## config.mk

```make
export PLATFORM = sky130hd
export DESIGN_NAME = longest_prefix_match_table_unit
export DESIGN_NICKNAME = d
export VERILOG_FILES = /design/src/design/lpm_pkg.sv /design/src/design/lpm_cell.sv /design/src/design/longest_prefix_match_table_unit.sv
export SDC_FILE = /design/constraint.sdc
export NUM_CORES = 2
export LEC_CHECK = 0
export BUFFER_PORTS_ARGS = -buffer_cell sky130_fd_sc_hd__buf_2
export CORE_MARGIN = 2
export CORE_UTILIZATION = 57
export CTS_CLUSTER_DIAMETER = 120
export DETAILED_ROUTE_END_ITERATION = 16
export PLACE_DENSITY = 0.71
export SLEW_MARGIN = 25
export SYNTH_ARGS = -nofsm -noshare
export SYNTH_HDL_FRONTEND = slang
export SYNTH_SLANG_ARGS = --single-unit
```

## constraint.sdc

```tcl
create_clock -name clk -period 11.3 [get_ports clk]
set_clock_uncertainty 0.15 [all_clocks]
set_input_delay 0.565 -clock clk [delete_from_list [all_inputs] [get_ports clk]]
set_output_delay 0.565 -clock clk [all_outputs]
set_load 0.01 [all_outputs]
```

## src/design/lpm_pkg.sv

```systemverilog
// ----------------------------------------------------------------------------
// lpm_pkg: shared types and helpers for the prefix match table
// Action codes, the write beat, the search token and the prefix length count.
// ----------------------------------------------------------------------------
`default_nettype none

package lpm_pkg;

	localparam logic ACT_WRITE  = 1'b0;
	localparam logic ACT_LOOKUP = 1'b1;

	// slots reachable through the 5-bit entry index
	localparam int INDEX_SPAN = 32;

	typedef struct packed {
		logic        valid;
		logic [31:0] dest;
		logic [31:0] mask;
		logic [4:0]  metric;
		logic [5:0]  len;
	} wr_t;

	// search token walking the chain, one cell per cycle
	typedef struct packed {
		logic       active;
		logic       hit;
		logic [4:0] idx;
		logic [5:0] len;
	} token_t;

	// run of ones from bit 31 down: count leading zeros of the inverse
	function automatic logic [5:0] lead_ones(input logic [31:0] m);
		logic [31:0] x;
		logic [5:0]  n;
		x = ~m;
		n = 6'd0;
		if (x == 32'd0) begin
			n = 6'd32;
		end else begin
			if (x[31:16] == 16'd0) begin
				n = n + 6'd16;
				x = x << 16;
			end
			if (x[31:24] == 8'd0) begin
				n = n + 6'd8;
				x = x << 8;
			end
			if (x[31:28] == 4'd0) begin
				n = n + 6'd4;
				x = x << 4;
			end
			if (x[31:30] == 2'd0) begin
				n = n + 6'd2;
				x = x << 2;
			end
			if (x[31] == 1'b0) begin
				n = n + 6'd1;
			end
		end
		return n;
	endfunction

endpackage

`default_nettype wire

```

## src/design/lpm_cell.sv

```systemverilog
// ----------------------------------------------------------------------------
// lpm_cell: one routing slot of the search chain
// Holds one entry and improves the passing token when its entry wins.
// ----------------------------------------------------------------------------
`default_nettype none

module lpm_cell #(
	parameter int CELL_INDEX = 0
) (
	input  wire logic            clk,
	input  wire logic            arst_n,
	input  wire logic            wr_en,
	input  wire logic [4:0]      wr_index,
	input  wire lpm_pkg::wr_t    wr,
	input  wire logic [31:0]     addr,
	input  wire logic [4:0]      thresh,
	input  wire lpm_pkg::token_t tok_in,
	output lpm_pkg::token_t      tok_out
);

	logic            valid_q;
	logic [31:0]     dest_q;
	logic [31:0]     mask_q;
	logic [4:0]      metric_q;
	logic [5:0]      len_q;
	logic            sel;
	logic            usable;
	logic            better;
	lpm_pkg::token_t tok_d;
	lpm_pkg::token_t tok_q;

	// slots past the index range are never written
	generate
		if (CELL_INDEX < lpm_pkg::INDEX_SPAN) begin : g_addr
			assign sel = wr_en && (wr_index == 5'(CELL_INDEX));
		end else begin : g_noaddr
			assign sel = 1'b0;
		end
	endgenerate

	always_ff @(posedge clk or negedge arst_n) begin
		if (!arst_n) begin
			valid_q <= 1'b0;
		end else if (sel) begin
			valid_q <= wr.valid;
		end
	end

	always_ff @(posedge clk) begin
		if (sel) begin
			dest_q   <= wr.dest;
			mask_q   <= wr.mask;
			metric_q <= wr.metric;
			len_q    <= wr.len;
		end
	end

	always_comb begin
		usable = valid_q && (metric_q < thresh) && ((mask_q & addr) == (dest_q & mask_q));
		better = usable && (!tok_in.hit || (len_q > tok_in.len));
		tok_d  = tok_in;
		if (better) begin
			tok_d.hit = 1'b1;
			tok_d.idx = 5'(CELL_INDEX);
			tok_d.len = len_q;
		end
	end

	always_ff @(posedge clk or negedge arst_n) begin
		if (!arst_n) begin
			tok_q <= '0;
		end else begin
			tok_q <= tok_d;
		end
	end

	assign tok_out = tok_q;

endmodule

`default_nettype wire

```

## src/design/longest_prefix_match_table_unit.sv

```systemverilog
// ----------------------------------------------------------------------------
// longest_prefix_match_table_unit: IPv4 longest prefix match routing table
// A row of slot cells; a lookup token walks the row and collects the best hit.
//
//  channel   signals                                  beat taken when
//  item      start, busy, action, entry_*, lookup_addr start & !busy
//  result    done, found, match_index, prefix_len     done (one cycle)
//  config    cfg_valid, cfg_ready, cfg_data           cfg_valid & cfg_ready
//
// A write leaves busy low.
// A lookup raises busy; a launch register starts a token, which then steps
// through one cell per cycle; the result shows as it leaves the last cell,
// while busy is still high. The next beat is taken once busy drops.
// Reset clears every slot's valid bit and sets the unreachable limit to 16.
// The result cannot be stalled; done is a single-cycle strobe.
// ----------------------------------------------------------------------------
`default_nettype none

module longest_prefix_match_table_unit #(
	parameter int TABLE_DEPTH = 32
) (
	input  wire logic        clk,
	input  wire logic        arst_n,
	input  wire logic        start,
	output logic             busy,
	input  wire logic        action,
	input  wire logic [4:0]  entry_index,
	input  wire logic [31:0] entry_dest,
	input  wire logic [31:0] entry_mask,
	input  wire logic [4:0]  entry_metric,
	input  wire logic        entry_valid,
	input  wire logic [31:0] lookup_addr,
	input  wire logic        cfg_valid,
	output logic             cfg_ready,
	input  wire logic [4:0]  cfg_data,
	output logic             done,
	output logic             found,
	output logic [4:0]       match_index,
	output logic [5:0]       prefix_len
);

	logic            accept;
	logic            wr_en;
	lpm_pkg::wr_t    wr;
	logic            busy_q;
	logic            launch_q;
	logic [31:0]     addr_q;
	logic [4:0]      thresh_q;
	lpm_pkg::token_t tok [TABLE_DEPTH+1];
	lpm_pkg::token_t last;

	assign accept = start && !busy_q;
	assign wr_en  = accept && (action == lpm_pkg::ACT_WRITE);

	assign wr.valid  = entry_valid;
	assign wr.dest   = entry_dest;
	assign wr.mask   = entry_mask;
	assign wr.metric = entry_metric;
	assign wr.len    = lpm_pkg::lead_ones(entry_mask);

	assign cfg_ready = 1'b1;
	assign last      = tok[TABLE_DEPTH];

	always_ff @(posedge clk or negedge arst_n) begin
		if (!arst_n) begin
			busy_q   <= 1'b0;
			launch_q <= 1'b0;
			thresh_q <= 5'd16;
		end else begin
			launch_q <= accept && (action == lpm_pkg::ACT_LOOKUP);
			if (accept && (action == lpm_pkg::ACT_LOOKUP)) begin
				busy_q <= 1'b1;
			end else if (last.active) begin
				busy_q <= 1'b0;
			end
			if (cfg_valid) begin
				thresh_q <= cfg_data;
			end
		end
	end

	always_ff @(posedge clk) begin
		if (accept && (action == lpm_pkg::ACT_LOOKUP)) begin
			addr_q <= lookup_addr;
		end
	end

	// fresh token enters the first cell
	assign tok[0] = '{active: launch_q, default: '0};

	generate
		for (genvar i = 0; i < TABLE_DEPTH; i++) begin : g_cell
			lpm_cell #(
				.CELL_INDEX(i)
			) u_cell (
				.clk     (clk),
				.arst_n  (arst_n),
				.wr_en   (wr_en),
				.wr_index(entry_index),
				.wr      (wr),
				.addr    (addr_q),
				.thresh  (thresh_q),
				.tok_in  (tok[i]),
				.tok_out (tok[i+1])
			);
		end
	endgenerate

	assign busy        = busy_q;
	assign done        = last.active;
	assign found       = last.hit;
	assign match_index = last.idx;
	assign prefix_len  = last.len;

endmodule

`default_nettype wire

```

==> reports/results.ini <==
[run_status]
status = finished clean

[finish]
regArea_sq_um = 83600
final_layout_size_suffix_gt1_share_pct = 15.4
syn_to_final_growth_pct = 12.8
final_common_cell = edfxtp_1
layout.nets = 7112
final_cell_mix = edfxtp_1 (2,432), xor2_1 (1,024), dfrtp_1 (423)
post-route-util_pct = 64.9
fillCellCount = 13044
multiInputGateArea_sq_um = 25700

[timing]
maxSlewHeadroom_pct = 20.6
fmax_mhz = 214
fin_crit_sh_pct = 41.3
worst_slew_pin_slew_ps = 1190
fin_tns_setup_ps = 0
post-route-worst-setup-slack_ps = 6640
hold_viol = 0
setup_viol = 0
min_period_ps = 4660
rsz0062_at_grt = no
finalMaxSlewViolations = 0

[detailed_routing]
dr_total_vias = 58969
wl_per_cell_um = 31.9
postRouteAntennaNets = 0
vias_per_cell = 6.25
drtIter0Drc = 8585
drt_wl_total_um = 301000
dr.pass1.iters = 9
drc_errors = 0

[pwr]
switching_share_pct = 20.2
p_leak_nw = 45.9
clock_power_share_pct = 43.8
p_total_w = 0.0213
p_seq_share_pct = 53.8
internal-power_w = 0.0170
share_comb_of_total_power_pct = 2.4
max-vdd-ir-drop_uv = 154
p_per_area_nw_per_um2 = 170
netSwitchingPower_w = 0.00430

[clocking]
clk_pin_slew_worst_paths_ps = 60
clock_path_buffers = 4
cts_tree = built
postCtsSetupBuffers = 0
clk_latency_ps = 940
htreeDepth = 5
numClockSinks = 2856
cts_resized = 0
cts-root-buf = clkbuf_16
cts_made_buffers = 300

[grt]
grt_antenna_before_repair = 28
grt_start_max_net_pins = 141
overflow = 0
grtUsageTotal_pct = 30.5
grt_pass1_vias = 57619
grt_pass1_wl_um = 423000

[critical_path]
startpoint = addr_q[15]$_DFFE_PP_
crit_path_end_kind = flop
rr_endpoint = g_cell[30].u_cell.tok_out[3]$_DFF_PN0_
start_kind = flop
path_max_fanout = 17
reg2reg_from = addr_q[15]$_DFFE_PP_
required_ps = 11910
r2r_slack_ps = 6640
critPathKind = reg2reg
r2r_cells = 9
cp_data_arrival_time_ps = 5270

[job]
cap_violations = 0

[yosys]
ys_ff_latch = 2856
synth_area_sq_um = 111000
yosysWarnings = 0
synthSimpleGateAreaFrac_pct = 2.96
ys_seq_area_share_pct = 75.3
synth-edff-count = 2432
synth_top_family_by_area = XOR/XNOR gates
synth_compound_gate_area_share_pct = 6.15
synth_fa_ha_area_share_pct = 3.54
synth.area.mux_share_pct = 2.18
synth-async-reset-ratio_pct = 14.8
synth_cell_type_count = 64
synthCells = 6176
synthXorXnorAreaFrac_pct = 8.08
synth_fp_nets = 6607
avgSynthCellArea_sq_um = 18.0
yosys_most_used_dff = edfxtp_1

[placed_design]
portBuffers = 130
dp_hpwl_um = 170000
post-place-ws_ps = 6480
place_congestion = 0.898

[floorplan]
die_height_um = 445
design.die.area_sq_um = 198000
ios = 132
start_util_pct = 57.5
row_count = 161
core_sq_um = 193000
dieWidth_um = 445

[worst_hold_path]
min_path_type = in2async

sequential cells by signal (all words and copies together) (netlist names):
| register | flops |
|---|---|
| g_cell.u_cell.tok_out | 385 |
| thresh_q | 5 |
| busy | 1 |
| g_cell.u_cell.dest_q | 1024 |
| g_cell.u_cell.mask_q | 1024 |
| launch_q | 1 |
| g_cell.u_cell.valid_q | 32 |
| g_cell.u_cell.len_q | 192 |
| addr_q | 32 |
| g_cell.u_cell.metric_q | 160 |
layer usage:
| layer | track usage, % | vias up | routed length [um] |
|---|---|---|---|
| li1 | - | 24507 | - |
| met1 | 42.3 | 30225 | 114000 |
| met2 | 49.0 | 3577 | 143000 |
| met3 | 5.72 | 656 | 33000 |
| met4 | 10.2 | 4 | 10900 |
| met5 | 0 | - | 34 |
repair_timing:
action	CTS	global route
endpoints found under the setup margin	0	0
hold endpoints to repair	169	0
hold buffers	52	0
layout make-up:
cell class,instances,area share [%]
clock inverters,115,0.756
well taps,2526,2.52
flip-flops and latches,2856,66.8
inverters,226,0.677
multi-input cells,2939,20.5
clock buffers,396,6.54
diodes,13,0.0260
repair buffers,358,2.17
stage by stage:
step                hold slack (ps)  area [sq um]  instances
floorplan                       119        111000       6176
global placement                182        115000       8843
detailed placement              185        115000       8850
CTS                            1.77        125000       9413
global route                   18.4        125000       9416
finish                         17.5        125000       9429
logic make-up after synthesis:
logic type	Yosys count
flops	2856
xor+xnor	1024
compound gates	810
simple gates	575
buf+inv	381
fa+ha+maj	314
mux	215
other cells	1
synthesized netlist by cell type, drive strengths merged, types with 5 or more instances:
cell type / count / area, sq um
nand2: 63 / 236
a311oi: 23 / 379
a22oi: 104 / 781
and3: 16 / 100
mux2: 214 / 2410
ha: 314 / 3930
a21oi: 20 / 115
nor3: 12 / 81.3
edfxtp: 2432 / 73000
clkbuf: 15 / 60.1
nand4b: 27 / 236
nor2b: 83 / 519
inv: 226 / 848
nand4: 100 / 626
a22o: 172 / 1510
dfrtp: 423 / 10600
a2111o: 26 / 293
o21a: 83 / 623
or2: 78 / 488
a2111oi: 6 / 90.1
nand2b: 69 / 432
a222oi: 32 / 320
o21ai: 53 / 265
xor2: 1024 / 8970
nand3: 37 / 185
nor2: 79 / 297
buf: 140 / 1030
a21o: 93 / 698
o2111ai: 10 / 93.8
a221oi: 172 / 1540
a31oi: 5 / 31.3
how the worst max path moves through the flow:
stage,endpoint,slack [ps],depth (start not counted)
floorplan,g_cell[28].u_cell.valid_q$_DFFE_PN0P_,6120,5
global placement,g_cell[31].u_cell.len_q[0]$_DFFE_PP_,6620,10
detailed placement,g_cell[29].u_cell.len_q[0]$_DFFE_PP_,6480,10
CTS,g_cell[30].u_cell.tok_out[3]$_DFF_PN0_,6760,9
global route,g_cell[18].u_cell.tok_out[1]$_DFF_PN0_,6550,10
finish,g_cell[30].u_cell.tok_out[3]$_DFF_PN0_,6640,9
critical path, cell delays in order, from the launching register on:
cell and delay (ps):
edfxtp_1 320, buf_4 370, buf_4 480, xor2_1 120
a22o_1 200, a221oi_1 400, nand4_1 640, a2111o_1 600
a311oi_2 760, mux2_2 420
power groups by stage:
| stage | clock, W | combinational [W] | sequential, W |
|---|---|---|---|
| final | 0.00931 | 0.000512 | 0.0114 |
| after global routing | 0.00982 | 0.000523 | 0.0114 |
| after CTS | 0.00940 | 0.000503 | 0.0114 |
| after detailed placement | 0 | 0.000487 | 0.0117 |
| after global placement | 0 | 0.000478 | 0.0117 |
| after floorplan | 0 | 0.0000826 | 0.0117 |
No activity file was read; power rests on OpenSTA's default activity.
